**config.mk**
```make
export PLATFORM = sky130hd
export DESIGN_NAME = percent_decoder
export DESIGN_NICKNAME = d
export VERILOG_FILES = /design/src/sv/pd_pkg.sv /design/src/sv/pd_front.sv /design/src/sv/pd_queue.sv /design/src/sv/percent_decoder.sv
export SDC_FILE = /design/constraint.sdc
export NUM_CORES = 1
export LEC_CHECK = 0
export BUFFER_PORTS_ARGS = -buffer_cell sky130_fd_sc_hd__buf_2
export CAP_MARGIN = 30
export CORE_MARGIN = 2
export CORE_UTILIZATION = 55
export DETAILED_ROUTE_END_ITERATION = 6
export PLACE_DENSITY_LB_ADDON = 0.08
export SLEW_MARGIN = 20
export SYNTH_ARGS = -nofsm -noshare
export SYNTH_HDL_FRONTEND = slang
export SYNTH_SLANG_ARGS = --single-unit
```
**constraint.sdc**
```tcl
create_clock -name i_clk -period 5.3 [get_ports i_clk]
set_clock_uncertainty 0.1 [all_clocks]
set_input_delay 0.265 -clock i_clk [delete_from_list [all_inputs] [get_ports i_clk]]
set_output_delay 0.265 -clock i_clk [all_outputs]
set_load 0.03 [all_outputs]
```
**src/sv/pd_pkg.sv**
```systemverilog
`default_nettype none

package pd_pkg;

    localparam logic [7:0] PCT_CHAR = 8'h25;
    localparam int MAX_WORDS = 3;

    typedef enum logic [2:0] {
        PH_IDLE  = 3'b001,
        PH_PCT   = 3'b010,
        PH_DIGIT = 3'b100
    } t_phase;

    typedef struct packed {
        logic [7:0] data;
        logic       last;
    } t_word;

    typedef struct packed {
        logic [1:0]                 cnt;
        t_word [MAX_WORDS-1:0]      words;
    } t_push;

    function automatic logic is_hex(input logic [7:0] c);
        return ((c >= 8'h30) && (c <= 8'h39)) || ((c >= 8'h41) && (c <= 8'h46));
    endfunction

    function automatic logic [3:0] hex_val(input logic [7:0] c);
        logic [3:0] v;
        v = 4'd0;
        if ((c >= 8'h30) && (c <= 8'h39)) begin
            v = c[3:0];
        end else if ((c >= 8'h41) && (c <= 8'h46)) begin
            v = c[3:0] + 4'd9;
        end
        return v;
    endfunction

endpackage

`default_nettype wire

```
**src/sv/pd_front.sv**
```systemverilog
`default_nettype none

module pd_front import pd_pkg::*; (
    input  wire logic       i_clk,
    input  wire logic       i_rst_n,
    input  wire logic       i_valid,
    input  wire logic [7:0] i_byte,
    input  wire logic       i_last,
    input  wire logic       i_space_ok,
    output logic            o_ready,
    output t_push           o_push
);

    t_phase     r_phase, n_phase;
    logic [7:0] r_held, n_held;
    logic       accept;

    assign o_ready = i_space_ok;
    assign accept  = i_valid && i_space_ok;

    always_comb begin
        t_word [MAX_WORDS-1:0] w;
        logic [1:0]            cnt;
        logic                  do_fresh;
        w        = '0;
        cnt      = 2'd0;
        do_fresh = 1'b0;
        n_phase  = r_phase;
        n_held   = r_held;
        unique case (r_phase)
            PH_PCT: begin
                if (is_hex(i_byte)) begin
                    if (i_last) begin
                        w[cnt] = '{data: PCT_CHAR, last: 1'b0};
                        cnt    = cnt + 2'd1;
                        w[cnt] = '{data: i_byte, last: 1'b1};
                        cnt    = cnt + 2'd1;
                        n_phase = PH_IDLE;
                    end else begin
                        n_held  = i_byte;
                        n_phase = PH_DIGIT;
                    end
                end else begin
                    w[cnt]   = '{data: PCT_CHAR, last: 1'b0};
                    cnt      = cnt + 2'd1;
                    do_fresh = 1'b1;
                end
            end
            PH_DIGIT: begin
                if (is_hex(i_byte)) begin
                    w[cnt]  = '{data: {hex_val(r_held), hex_val(i_byte)}, last: i_last};
                    cnt     = cnt + 2'd1;
                    n_phase = PH_IDLE;
                end else begin
                    w[cnt]   = '{data: PCT_CHAR, last: 1'b0};
                    cnt      = cnt + 2'd1;
                    w[cnt]   = '{data: r_held, last: 1'b0};
                    cnt      = cnt + 2'd1;
                    do_fresh = 1'b1;
                end
            end
            default: begin
                do_fresh = 1'b1;
            end
        endcase
        if (do_fresh) begin
            if (i_byte == PCT_CHAR) begin
                if (i_last) begin
                    w[cnt]  = '{data: PCT_CHAR, last: 1'b1};
                    cnt     = cnt + 2'd1;
                    n_phase = PH_IDLE;
                end else begin
                    n_phase = PH_PCT;
                end
            end else begin
                w[cnt]  = '{data: i_byte, last: i_last};
                cnt     = cnt + 2'd1;
                n_phase = PH_IDLE;
            end
        end
        if (i_last) begin
            n_phase = PH_IDLE;
        end
        o_push.words = w;
        o_push.cnt   = accept ? cnt : 2'd0;
    end

    always_ff @(posedge i_clk) begin
        if (!i_rst_n) begin
            r_phase <= PH_IDLE;
        end else if (accept) begin
            r_phase <= n_phase;
        end
    end

    always_ff @(posedge i_clk) begin
        if (accept) begin
            r_held <= n_held;
        end
    end

endmodule

`default_nettype wire

```
**src/sv/pd_queue.sv**
```systemverilog
`default_nettype none

module pd_queue import pd_pkg::*; #(
    parameter int DEPTH = 8
) (
    input  wire logic       i_clk,
    input  wire logic       i_rst_n,
    input  wire t_push      i_push,
    output logic            o_space_ok,
    output logic            o_valid,
    output logic [7:0]      o_byte,
    output logic            o_last,
    input  wire logic       i_ready
);

    localparam int AW = $clog2(DEPTH);
    localparam int CW = $clog2(DEPTH + 1);

    t_word          r_mem [DEPTH];
    logic [AW-1:0]  r_wr;
    logic [AW-1:0]  r_rd;
    logic [CW-1:0]  r_count;
    logic           r_out_valid;
    t_word          r_out;
    logic           pop;

    assign pop        = (r_count != '0) && (!r_out_valid || i_ready);
    assign o_space_ok = r_count <= CW'(DEPTH - MAX_WORDS);
    assign o_valid    = r_out_valid;
    assign o_byte     = r_out.data;
    assign o_last     = r_out.last;

    always_ff @(posedge i_clk) begin
        for (int k = 0; k < MAX_WORDS; k++) begin
            if (k < int'(i_push.cnt)) begin
                r_mem[r_wr + AW'(k)] <= i_push.words[k];
            end
        end
        if (pop) begin
            r_out <= r_mem[r_rd];
        end
    end

    always_ff @(posedge i_clk) begin
        if (!i_rst_n) begin
            r_wr        <= '0;
            r_rd        <= '0;
            r_count     <= '0;
            r_out_valid <= 1'b0;
        end else begin
            r_wr    <= r_wr + AW'(i_push.cnt);
            r_count <= r_count + CW'(i_push.cnt) - CW'(pop);
            if (pop) begin
                r_rd        <= r_rd + AW'(1);
                r_out_valid <= 1'b1;
            end else if (i_ready) begin
                r_out_valid <= 1'b0;
            end
        end
    end

endmodule

`default_nettype wire

```
**src/sv/percent_decoder.sv**
```systemverilog
// Channel | Direction | Handshake                  | Word
// input   | in        | i_in_valid / o_in_ready    | i_in_byte, i_in_last
// output  | out       | o_out_valid / i_out_ready  | o_out_byte, o_out_last
// The front takes one word per cycle and pushes zero to three decoded words into the queue.
// Results leave through the output register at one word per cycle while i_out_ready is high.
// The front stalls while the queue has fewer than three free entries. The user must keep DEPTH
// a power of two; the block itself does not enforce it. Synchronous active-low reset clears
// the decode phase, the queue pointers and output valid.
`default_nettype none

module percent_decoder import pd_pkg::*; #(
    parameter int DEPTH = 8
) (
    input  wire logic       i_clk,
    input  wire logic       i_rst_n,
    input  wire logic       i_in_valid,
    output logic            o_in_ready,
    input  wire logic [7:0] i_in_byte,
    input  wire logic       i_in_last,
    output logic            o_out_valid,
    input  wire logic       i_out_ready,
    output logic [7:0]      o_out_byte,
    output logic            o_out_last
);

    t_push push;
    logic  space_ok;

    pd_front u_front (
        .i_clk      (i_clk),
        .i_rst_n    (i_rst_n),
        .i_valid    (i_in_valid),
        .i_byte     (i_in_byte),
        .i_last     (i_in_last),
        .i_space_ok (space_ok),
        .o_ready    (o_in_ready),
        .o_push     (push)
    );

    pd_queue #(.DEPTH(DEPTH)) u_queue (
        .i_clk      (i_clk),
        .i_rst_n    (i_rst_n),
        .i_push     (push),
        .o_space_ok (space_ok),
        .o_valid    (o_out_valid),
        .o_byte     (o_out_byte),
        .o_last     (o_out_last),
        .i_ready    (i_out_ready)
    );

endmodule

`default_nettype wire

```
; ---- After elaboration in Yosys (flattened, before gate mapping)
; Memory sizes are Yosys's and may differ from the RTL's. A register that Yosys moved wholly into a read port is not among the register bits.
; Index checks and enable logic that the tools add are counted.
[op_classes]
addsub = 9
multipliers = 0
n_div = 0
order_cmp = 14
n_eq_ne = 5
shifts = 0
mux = 40
bitwise_logic = 4
n_reduce_logical = 16
[ops]
columns = cell, count
row1 = $mux W27, 3
row2 = $mux W9, 5
row3 = $pmux W18 S2, 1
row4 = $bwmux W27, 1
row5 = $demux W9 S2, 1
row6 = $mux W18, 1
row7 = $ge A8 B6 Y1 const B, 2
row8 = $ge A8 B7 Y1 const B, 2
row9 = $le A8 B6 Y1 const B, 2
row10 = $le A8 B7 Y1 const B, 2
row11 = $mux W2, 8
row12 = $mux W4, 4
row13 = $and A10 B15 Y15, 1
row14 = $not A15 Y15, 1
row15 = $mux W3, 4
row16 = $or A8 B12 Y12, 1
row17 = $mux W1, 10
row18 = $add A4 B4 Y4 const B, 2
row19 = $eq A8 B6 Y1 const B, 1
row20 = $ne A4 B2 Y1 const B, 2
row21 = $reduce_and A4 Y1, 2
row22 = $reduce_bool A4 Y1, 2
row23 = $logic_and A1 B1 Y1, 7
row24 = $add A3 B1 Y3 const B, 2
row25 = 19 further kinds, 21
[word_totals]
register_bits = 22
latch_bits = 0
ramBits = 72
mem_bits_ro = 0
inputBits = 13
output_inout_bits = 11
wordCells = 95
n_memories = 1
[memory_table]
columns = name, words, width, read_ports, rd_clocked_by_memory_dff, wr, line_no
row1 = u_queue.r_mem, 8, 9, 1, 1, 3, pd_queue.sv:19  ; t_word r_mem [DEPTH];

; ---- Longest topological paths before layout
; Gate-level depths: netlist of run 1.
[logic_depth]
word_depth = 14
mapped_depth = 19
depth_no_buf = 19

; ---- By module
; A second synthesis of run 1 with hierarchy kept.
[unflattened]
hier_cells = 774
area_unflattened_um2 = 7309.5
[modules_own_cells]
columns = module, n_inst, cells_each, area_each_um2, seq_area_each_um2
row1 = pd_queue, 1, 612, 5969.5, 2652.5
row2 = pd_front, 1, 162, 1340.0, 300.3

; ---- Least setup slack after synthesis of run 1
; No wires, ideal clock.
[synth_timing]
path_type = input port to flip-flop
start = input i_in_byte[0]
end = register u_queue.r_count[3]
t_arrival_ns = 3.576
slack_ns = 1.509
cell_stages = 19
path_cell_list = inv_1 -> ha_1 -> or3b_1 -> and4_1 -> nor2_2 -> nor2_1 -> a21oi_1 -> ha_1 -> mux2i_1 -> o21ai_4 -> and2_1 -> inv_1 -> ha_1 -> inv_1 -> ha_1 -> a21o_1 -> a21oi_1 -> xor2_1 -> and2_1
[synth_between]
elab_chain_len = 12
[synth_rtl]
columns = item, line_no
row1 = start: declaration, percent_decoder.sv:18  ; input wire logic [7:0] i_in_byte,
row2 = "$ge A8 B6 Y1, or another cell as far along", pd_pkg.sv:25  ; return ((c >= 8'h30) && (c <= 8'h39)) || ((c >= 8'h41) && (c <= 8'h46));
row3 = $logic_and A1 B1 Y1, pd_pkg.sv:25
row4 = $logic_or A1 B1 Y1, pd_pkg.sv:25
row5 = $mux W2 (on tied branches), "pd_front.sv:50, pd_front.sv:32"
row6 = $pmux W2 S2, pd_front.sv:30  ; unique case (r_phase)
row7 = $add A2 B1 Y2, "pd_front.sv:70, pd_front.sv:77"
row8 = $mux W2, pd_front.sv:68  ; if (i_last) begin
row9 = $mux W2, pd_front.sv:67  ; if (i_byte == PCT_CHAR) begin
row10 = $mux W2 (*), pd_front.sv:66  ; if (do_fresh) begin
row11 = $mux W2 (*), pd_front.sv:85  ; o_push.cnt = accept ? cnt : 2'd0;
row12 = $add A4 B2 Y4 (*), pd_queue.sv:52  ; r_count <= r_count + CW'(i_push.cnt) - CW'(pop);
row13 = $sub A4 B1 Y4 (*), pd_queue.sv:52
row14 = end signal: assignment, pd_queue.sv:52
row15 = end: declaration, pd_queue.sv:22  ; logic [CW-1:0] r_count;
; Mark *: on every way between the ends. The rest lies on a longest branch, timed or not.
; A chain may end at the register's enable or synchronous reset.

==> impl_metrics.ini, run 1 <==
[logic_synthesis]
synthTopCellsByCount = edfxtp_1 (89), nand2_1 (85), o221ai_1 (69), nand3_1 (28)
yosysWarnings = 0
synth_flop_cell = edfxtp_1
yosys.area.top_type = edfxtp_1
ys_seq_area_frac = 0.4559
yosysMostFrequentCell = edfxtp_1
synth_seq_cells = 103
avgSynthCellArea_um2 = 11.17
synthTopCellsByArea = edfxtp_1 (41%), o221ai_1 (9.3%), mux4_2 (6.3%)
syn_area_mm2 = 0.006477
syn_nets = 616
synth_edf_count = 89
synth_cell_types = 71
async_flop_share = 0
yosysTopAreaCellShare = 0.4126
syn-instance-count = 580

[critical_path]
critPathArrivalTime_ns = 4.17
worstSetupEndpointType = flop
cpMaxStageDelayCell = o21bai_1
crit_type = input pin to flop
slowest_delay_ns = 0.48
crit_required_ns = 5.18
cp-start-kind = input pin
crit_path_cell_trace = buf_2 -> inv_1 -> ha_1 -> or3b_1 -> and4_1 -> nor2_2 -> nor2_1 -> a21oi_1 -> ha_1 -> mux2i_1 -> o21ai_4 -> buf_4 -> nand3_1 -> nand2_1 -> o21bai_1
cpMostUsedCell = ha_1
cp_max_fo = 24

[cts]
post_cts_buffers = 0
cts_root_buf = clkbuf_16
clk_latency_ns = 0.36
path_clk_slew_ns = 0.07
cts_tree = built
cts_max_level = 3
numCtsBuffers = 9
clock-sinks = 103
clockBufferDepth = 2
ctsResizeCount = 0
hold_buffers = 0

[power_and_ir_drop]
p_sw_uw = 789.6
power_density_mw_per_mm2 = 361.5
power.total_uw = 2530
vdd_drop_max_uv = 348.8
combPwrFrac = 0.299
leakage_uw = 0.002326
swShare = 0.3121
clkPwrFrac = 0.278
intPower_uw = 1741
power_frac_seq = 0.423

[sta]
tightest_slew_ns = 1.195
max_freq_ghz = 0.2333
setup_viol = 0
slew_viol_final = 0
tns_ns = 0
fin_crit_ns = 4.286
finalHoldViolCount = 0
fin_crit_sh = 0.8088
rsz0062_at_grt = false
slew_headroom = 0.2035
setup_ws_ns = 1.014

[drt]
viasPerCell = 7.097
drt-total-wl_um = 18940
drtIter0Drc = 650
drcViolationCount = 0
dr.pass1.iters = 5
vias = 5252
routedWlPerCell_um = 25.59
postRouteAntennaNets = 0

[global_routing]
antenna_found_initial = 1
grt_pass1_vias = 4926
grt_max_degree = 25
grt_first_pass_wirelength_um = 29530
globalRoute.totalOverflow = 0
grt_use_total = 0.3136

[floorplanning]
dieArea_mm2 = 0.01266
fp.dieW_um = 112.5
core_mm2 = 0.01147
initial_utilization = 0.5649
io_pins = 24
die_h_um = 112.5
rows = 39

[placed_design]
hpwl_um = 13510
placed_area_mm2 = 0.006680
port-buffer-count = 23
pre_cts_slack_ns = 0.7212
place.gp.congestion = 0.9260

[layout]
syn2layout_area_growth_pct = 8.055
drive_gt1_frac = 0.1798
nNetsFinal = 626
fin_area_mm2 = 0.006999
final_util = 0.6104
nFillCells = 893

[hold_path]
hp-class = input pin to flop

[outcome]
outcome = finished clean

[flow_run]
max-cap-violations = 0
[stage by stage]
step | hold slack (ns) | cells
final | 0.08650 | 740
after floorplan | 0.2639 | 580
after global routing | 0.09586 | 738
after CTS | 0.07550 | 737
after global placement | 0.3596 | 721
after detailed placement | 0.3685 | 721
[sequential cells by signal (all words and copies together), names as in the netlist]
| name | flops |
|---|---|
| u_queue.r_mem | 72 |
| u_queue.o_byte | 8 |
| u_queue.o_valid | 1 |
| u_queue.r_wr | 3 |
| u_queue.r_count | 4 |
| u_queue.r_rd | 3 |
| u_queue.o_last | 1 |
| u_front.r_held | 8 |
| u_front.r_phase | 3 |
[power groups by stage]
stage / combinational (uW) / clock [uW] / sequential, uW
after CTS: 768 / 712 / 1070
final: 756 / 704 / 1070
after global routing: 827 / 744 / 1080
after global placement: 751 / 0 / 1090
after floorplan: 501 / 0 / 1130
after detailed placement: 765 / 0 / 1090
[cell type report]
class / count / area [um2] / area share
antenna: 2 / 5.005 / 0.0007151
inverter: 24 / 90.09 / 0.01287
multi-input combinational: 417 / 3261 / 0.4659
clock inverter: 3 / 68.82 / 0.009832
clock buffer: 13 / 240.2 / 0.03432
tap: 143 / 178.9 / 0.02556
timing repair buffer: 35 / 202.7 / 0.02896
sequential: 103 / 2953 / 0.4219
[critical path: cells and delay by family]
kind,cells,cell delay [ns]
multiplexers,1,0.09
AO/OA/AOI/OAI,3,0.92
AND/OR/NAND/NOR,6,1.81
adder cells (fa/ha/maj),2,0.40
buffers and inverters,3,0.65
[layer usage]
metal | share of wire | vias up | GRT usage
li1 | - | 2331 | -
met1 | 0.40 | 2532 | 0.4284
met2 | 0.46 | 338 | 0.4871
met3 | 0.095 | 51 | 0.06263
met4 | 0.046 | 0 | 0.1431
met5 | 0 | - | 0
[logic make-up (layout without fill, tap and decap cells)]
logic type	count (synthesis)	after routing	synth area share
muxes	31	31	0.08441
DFF	103	103	0.4559
xor gates and xnor gates	8	8	0.01082
buffers and inverters	60	75	0.04076
and+or+nand+nor	199	199	0.1727
AOI/OAI and AO/OA	156	156	0.1887
adders and majority gates	23	23	0.04675
other	0	2	0
[layout by cell type (no fill, tap or decap), drive strengths merged, types with 3 or more instances in the layout]
| master | instances |
|---|---|
| nor2b | 6 |
| buf | 35 |
| dfxtp | 14 |
| o221ai | 69 |
| nor3 | 4 |
| a21oi | 25 |
| o21bai | 7 |
| clkbuf | 13 |
| mux2 | 9 |
| ha | 21 |
| inv | 24 |
| nand3 | 37 |
| xnor2 | 5 |
| a22o | 3 |
| mux2i | 4 |
| o32ai | 4 |
| nand2 | 87 |
| o21ai | 19 |
| xor2 | 3 |
| edfxtp | 89 |
| and3 | 7 |
| a22oi | 4 |
| and2 | 15 |
| a211oi | 3 |
| nand4 | 6 |
| nor3b | 3 |
| mux4 | 18 |
| or3b | 3 |
| and4 | 5 |
| nor2 | 14 |
| o22ai | 6 |
[final timing paths]
check                                         from             endpoint  slack (ns)  depth (start not counted)
worst min register to register     u_queue.o_valid      u_queue.o_valid        0.37                          2
worst min-delay path                   i_out_ready      u_queue.o_valid        0.09                          4
worst max-delay path                  i_in_byte[0]  u_queue.r_mem[4][3]        1.01                         15
worst max register to register  u_front.r_phase[2]  u_queue.r_mem[4][3]        1.25                         10
Note: power is estimated with default switching activity, not from simulation.
==> run 2: changes to the inputs <==
==> constraint.sdc (replaced) <==
create_clock -name i_clk -period 3.9 [get_ports i_clk]
set_clock_uncertainty 0.1 [all_clocks]
set_input_delay 0.195 -clock i_clk [delete_from_list [all_inputs] [get_ports i_clk]]
set_output_delay 0.195 -clock i_clk [all_outputs]
set_load 0.03 [all_outputs]
==> run 2 against run 1 <==
Effect of this change:
- first-iteration DRC count shrank 9.4%
- critical path type is now flop to flop
- largest power group unchanged
- die area is the same
- sequential cell count is the same
- clock-buffer cell count shrank 4
- non-clock buffer count grew 28
- critical path depth grew 1
- hold slack lost 0.079 ns
- sequential share of layout area shrank 1.1 points
==> impl_metrics.ini, run 2 (synthesis results as in run 1) <==
[sta]
fin_crit_sh = 0.9179
hold-worst-slack_ns = 0.007316
setup_viol = 0
tightest_slew_ns = 1.041
tns_ns = 0
max_freq_ghz = 0.2793
setup_ws_ns = 0.3200
fin_crit_ns = 3.580
finalHoldViolCount = 0
slew_headroom = 0.3060
rsz0062_at_grt = false
slew_viol_final = 0

[critical_path]
r2r_cells = 16
cpMaxStageDelayCell = dfxtp_1
crit_type = flop to flop
slowest_delay_ns = 0.43
cp-start-kind = flop
crit_path_cell_trace = nor3b_4 -> nand2_1 -> a21oi_1 -> a21oi_1 -> ha_1 -> mux2i_1 -> o21ai_4 -> and2_1 -> inv_1 -> ha_1 -> inv_1 -> ha_1 -> a21o_1 -> a21oi_1 -> xor2_1 -> and2_1
crit_required_ns = 4.06
worstSetupEndpointType = flop
critPathArrivalTime_ns = 3.74
cp_max_fo = 7

[drt]
top_layer_used = met4
vias = 5265
viasPerCell = 6.873
met1_length_um = 7516
drt-total-wl_um = 18320
dr.pass1.iters = 5
routedWlPerCell_um = 23.91
dr_wl_met3_um = 1436
postRouteAntennaNets = 0
wl_met2_um = 8750
drtIter0Drc = 589
drcViolationCount = 0

[placed_design]
pre_cts_slack_ns = 0.02526
port-buffer-count = 23
place_inst = 747
hpwl_um = 13740
place.gp.congestion = 0.9883

[layout]
fin_cells = 766
layout_commonest_cell = edfxtp_1
syn2layout_area_growth_pct = 10.91
diodes = 0
top_register = u_queue.r_mem
drive_gt1_frac = 0.2231
nFillCells = 913
nNetsFinal = 654
layout_common_cells = edfxtp_1 (89), nand2_1 (85), o221ai_1 (69)
largest_register_ff_count = 72

[power_and_ir_drop]
vdd_drop_max_uv = 560.3
leakage_uw = 0.002448
power.total_uw = 3345
power_density_mw_per_mm2 = 465.7

[cts]
path_clk_slew_ns = 0.07
hold_buffers = 0
cts_max_level = 3
clock-sinks = 103
cts_tree = built
clockBufferDepth = 2
clk_latency_ns = 0.36
cts_root_buf = clkbuf_16
post_cts_buffers = 0
numCtsBuffers = 9

[floorplanning]
rows = 39
die_h_um = 112.5
dieArea_mm2 = 0.01266
core_mm2 = 0.01147
io_pins = 24
fp.dieW_um = 112.5
initial_utilization = 0.5649

[global_routing]
grt_max_degree = 25
grt_pass1_vias = 4961
grt_first_pass_wirelength_um = 28780
grt_use_total = 0.2996
antenna_found_initial = 0
globalRoute.totalOverflow = 0

[hold_path]
hp-class = input pin to flop
min_path_cells = 4

[flow_run]
max-cap-violations = 0

[outcome]
outcome = finished clean
run 2: cell types whose count changed in the layout (fill, tap and decap cells not counted), moves of 2 or more:
cell	delta
buf_4	+28
bufinv_16	-2
inv_6	+2
clkinv_2	+2
clkbuf_1	-4
diode_2	-2
run 2: power breakdown:
part / total [uW] / internal [uW] / switching [uW] / leakage (uW)
logic: 1030 / 446 / 583 / 0.00138
registers: 1450 / 1370 / 82.6 / 0.000928
clock network: 867 / 441 / 426 / 0.000138
run 2: critical path: cells and delay by family, from the launching register on:
family / cells / cell delay, ns
mux: 1 / 0.10
flops: 1 / 0.43
fa+ha+maj: 3 / 0.90
buf+inv: 2 / 0.15
xor+xnor: 1 / 0.08
compound gates: 5 / 0.88
simple gates: 4 / 0.84
run 2: repair_timing:
action                                 4_1_cts  5_1_grt
setup endpoints to repair                    0        1
resized for setup                            0        1
endpoints found under the hold margin        0        0
run 2: stage by stage:
stage / utilization / area [um2]
floorplan: - / 6477
finish: 0.6265 / 7184
CTS: 0.6240 / 7156
global route: 0.6265 / 7184
detailed placement: 0.5996 / 6875
global placement: 0.5996 / 6875
run 2: area by class of cell:
cell class / count / area, um2 / share of cell area
multi-input combinational: 417 / 3267 / 0.4547
clock inverter: 7 / 55.05 / 0.007663
sequential: 103 / 2953 / 0.4110
tap: 143 / 178.9 / 0.02490
clock buffer: 9 / 225.2 / 0.03135
timing repair buffer: 63 / 415.4 / 0.05782
inverter: 24 / 90.09 / 0.01254
run 2: final timing paths:
path,startpoint,slack [ns],to
setup / recovery,u_front.r_phase[1],0.32,u_queue.r_count[3]
setup reg to reg,u_front.r_phase[1],0.32,u_queue.r_count[3]
hold reg to reg,u_queue.o_valid,0.39,u_queue.o_valid
hold / removal,i_out_ready,0.007,u_queue.o_valid
run 2: metal layers:
metal  track usage  vias to the layer above
li1              -                     2376
met1        0.4086                     2560
met2        0.4847                      284
met3       0.05238                       45
met4        0.1106                        0
met5             0                        -
==> run 3: changes to the inputs <==
--- a/config.mk
+++ b/config.mk
@@ -10,6 +10,7 @@
 export CORE_MARGIN = 2
 export CORE_UTILIZATION = 55
 export DETAILED_ROUTE_END_ITERATION = 6
+export MAX_ROUTING_LAYER = met4
 export PLACE_DENSITY_LB_ADDON = 0.08
 export SLEW_MARGIN = 20
 export SYNTH_ARGS = -nofsm -noshare
==> run 3 against run 2 <==
Effect of this change:
- clock-buffer cell count unchanged
- sequential power barely moved
- power shrank 0.20%
- non-clock buffer count is 4 higher
- sequential share of layout area down 0.14 points
- hold slack better by 0.0077 ns
- first-iteration DRC count is 5.4% higher
- largest power group unchanged
- highest routed layer unchanged
==> impl_metrics.ini, run 3 (synthesis results as in run 1) <==
[hold_path]
hp-class = input pin to flop

[placed_design]
place.gp.congestion = 1.016
port-buffer-count = 23
pre_cts_slack_ns = 0.09328
hpwl_um = 13940
placed_area_mm2 = 0.006898

[drt]
postRouteAntennaNets = 0
dr.pass1.iters = 5
drcViolationCount = 0
drt-total-wl_um = 18510
drtIter0Drc = 621
routedWlPerCell_um = 24.04
vias = 5232
viasPerCell = 6.795

[power_and_ir_drop]
power_density_mw_per_mm2 = 463.2
vdd_drop_max_uv = 478.1
swShare = 0.3252
power_frac_seq = 0.434
p_sw_uw = 1086
clkPwrFrac = 0.257
intPower_uw = 2253
leakage_uw = 0.002470
power.total_uw = 3339
combPwrFrac = 0.309

[global_routing]
grt_pass1_vias = 4915
grt_first_pass_wirelength_um = 28810
grt_use_total = 0.3104
grt_max_degree = 25
antenna_found_initial = 0
globalRoute.totalOverflow = 0

[cts]
cts_tree = built
cts_max_level = 3
ctsResizeCount = 0
clk_latency_ns = 0.35
clock-sinks = 103
hold_buffers = 0
cts_root_buf = clkbuf_16
path_clk_slew_ns = 0.07
clockBufferDepth = 2
post_cts_buffers = 0
numCtsBuffers = 9

[floorplanning]
core_mm2 = 0.01147
dieArea_mm2 = 0.01266
die_h_um = 112.5
initial_utilization = 0.5649
io_pins = 24
rows = 39
fp.dieW_um = 112.5

[layout]
final_util = 0.6286
area.sequential_mm2 = 0.002953
largest_register_ff_count = 72
top_register = u_queue.r_mem
nNetsFinal = 658
diodes = 0
syn2layout_area_growth_pct = 11.28
drive_gt1_frac = 0.2281
nFillCells = 896
layout_common_cells = edfxtp_1 (89), nand2_1 (85), o221ai_1 (69)
layout_commonest_cell = edfxtp_1
fin_area_mm2 = 0.007208
multi_input_comb_area_mm2 = 0.003261

[sta]
fin_crit_sh = 0.9090
slew_viol_final = 0
slew_headroom = 0.2852
tns_ns = 0
max_freq_ghz = 0.2821
tightest_slew_ns = 1.067
fin_crit_ns = 3.545
setup_ws_ns = 0.3551
setup_viol = 0
finalHoldViolCount = 0
rsz0062_at_grt = false

[critical_path]
worstSetupEndpointType = flop
crit_required_ns = 4.05
slowest_delay_ns = 0.43
crit_type = flop to flop
cpMaxStageDelayCell = dfxtp_1
cp-start-kind = flop
critPathArrivalTime_ns = 3.70
crit_path_cell_trace = nor3b_2 -> nand2_1 -> a21oi_1 -> a21oi_1 -> ha_1 -> mux2i_1 -> o21ai_4 -> and2_1 -> inv_1 -> ha_1 -> inv_1 -> ha_1 -> a21o_1 -> a21oi_1 -> xor2_1 -> and2_1
cp_max_fo = 6

[outcome]
outcome = finished clean

[flow_run]
max-cap-violations = 0
run 3: changes by cell type in the layout (fill, tap and decap cells not counted):
cell     change
nor3b_2      +1
buf_4        +4
nor3b_4      -1
run 3: metrics by stage:
stage          hold WS [ns]  instances
3_3_place_gp         0.3586        750
4_1_cts            0.003767        766
2_1_floorplan        0.1939        580
3_5_place_dp         0.3757        750
5_1_grt             0.03232        770
6_report            0.01505        770
run 3: layout make-up:
type	instances	area share
clock buffers	9	0.03124
repair buffers	67	0.06179
inverters	24	0.01250
flip-flops and latches	103	0.4097
well taps	143	0.02482
multi-input cells	417	0.4524
clock inverters	7	0.007638
run 3: power by group through the flow:
stage	combinational [uW]	sequential [uW]	clock, uW
6_report	1030	1450	858
5_1_grt	1130	1470	909
4_1_cts	1040	1450	875
3_5_place_dp	1030	1480	0
3_3_place_gp	1010	1470	0
2_1_floorplan	681	1540	0
run 3: routing by layer:
layer  routed length, um  part of all wire  GRT usage  up-vias
li1                    -                 -          -     2392
met1                7495              0.40     0.4029     2513
met2                8840              0.48     0.4871      287
met3                1588             0.086    0.06749       40
met4                 584             0.032     0.1081        0
met5                   0                 0          -        -
run 3: worst max-delay path: cells and delay by family, from the launching register on:
kind | cells | cell delay (ns)
AOI/OAI and AO/OA | 5 | 0.88
xor gates and xnor gates | 1 | 0.08
and+or+nand+nor | 4 | 0.81
buffers and inverters | 2 | 0.14
DFF | 1 | 0.43
muxes | 1 | 0.09
adders and majority gates | 3 | 0.91
run 3: path summary, 6_finish.rpt:
path	slack, ns	start	to	cells past startpoint
max reg2reg	0.36	u_front.r_phase[1]	u_queue.r_count[3]	16
min reg2reg	0.38	u_queue.o_valid	u_queue.o_valid	2
max	0.36	u_front.r_phase[1]	u_queue.r_count[3]	16
min	0.02	i_out_ready	u_queue.o_valid	4
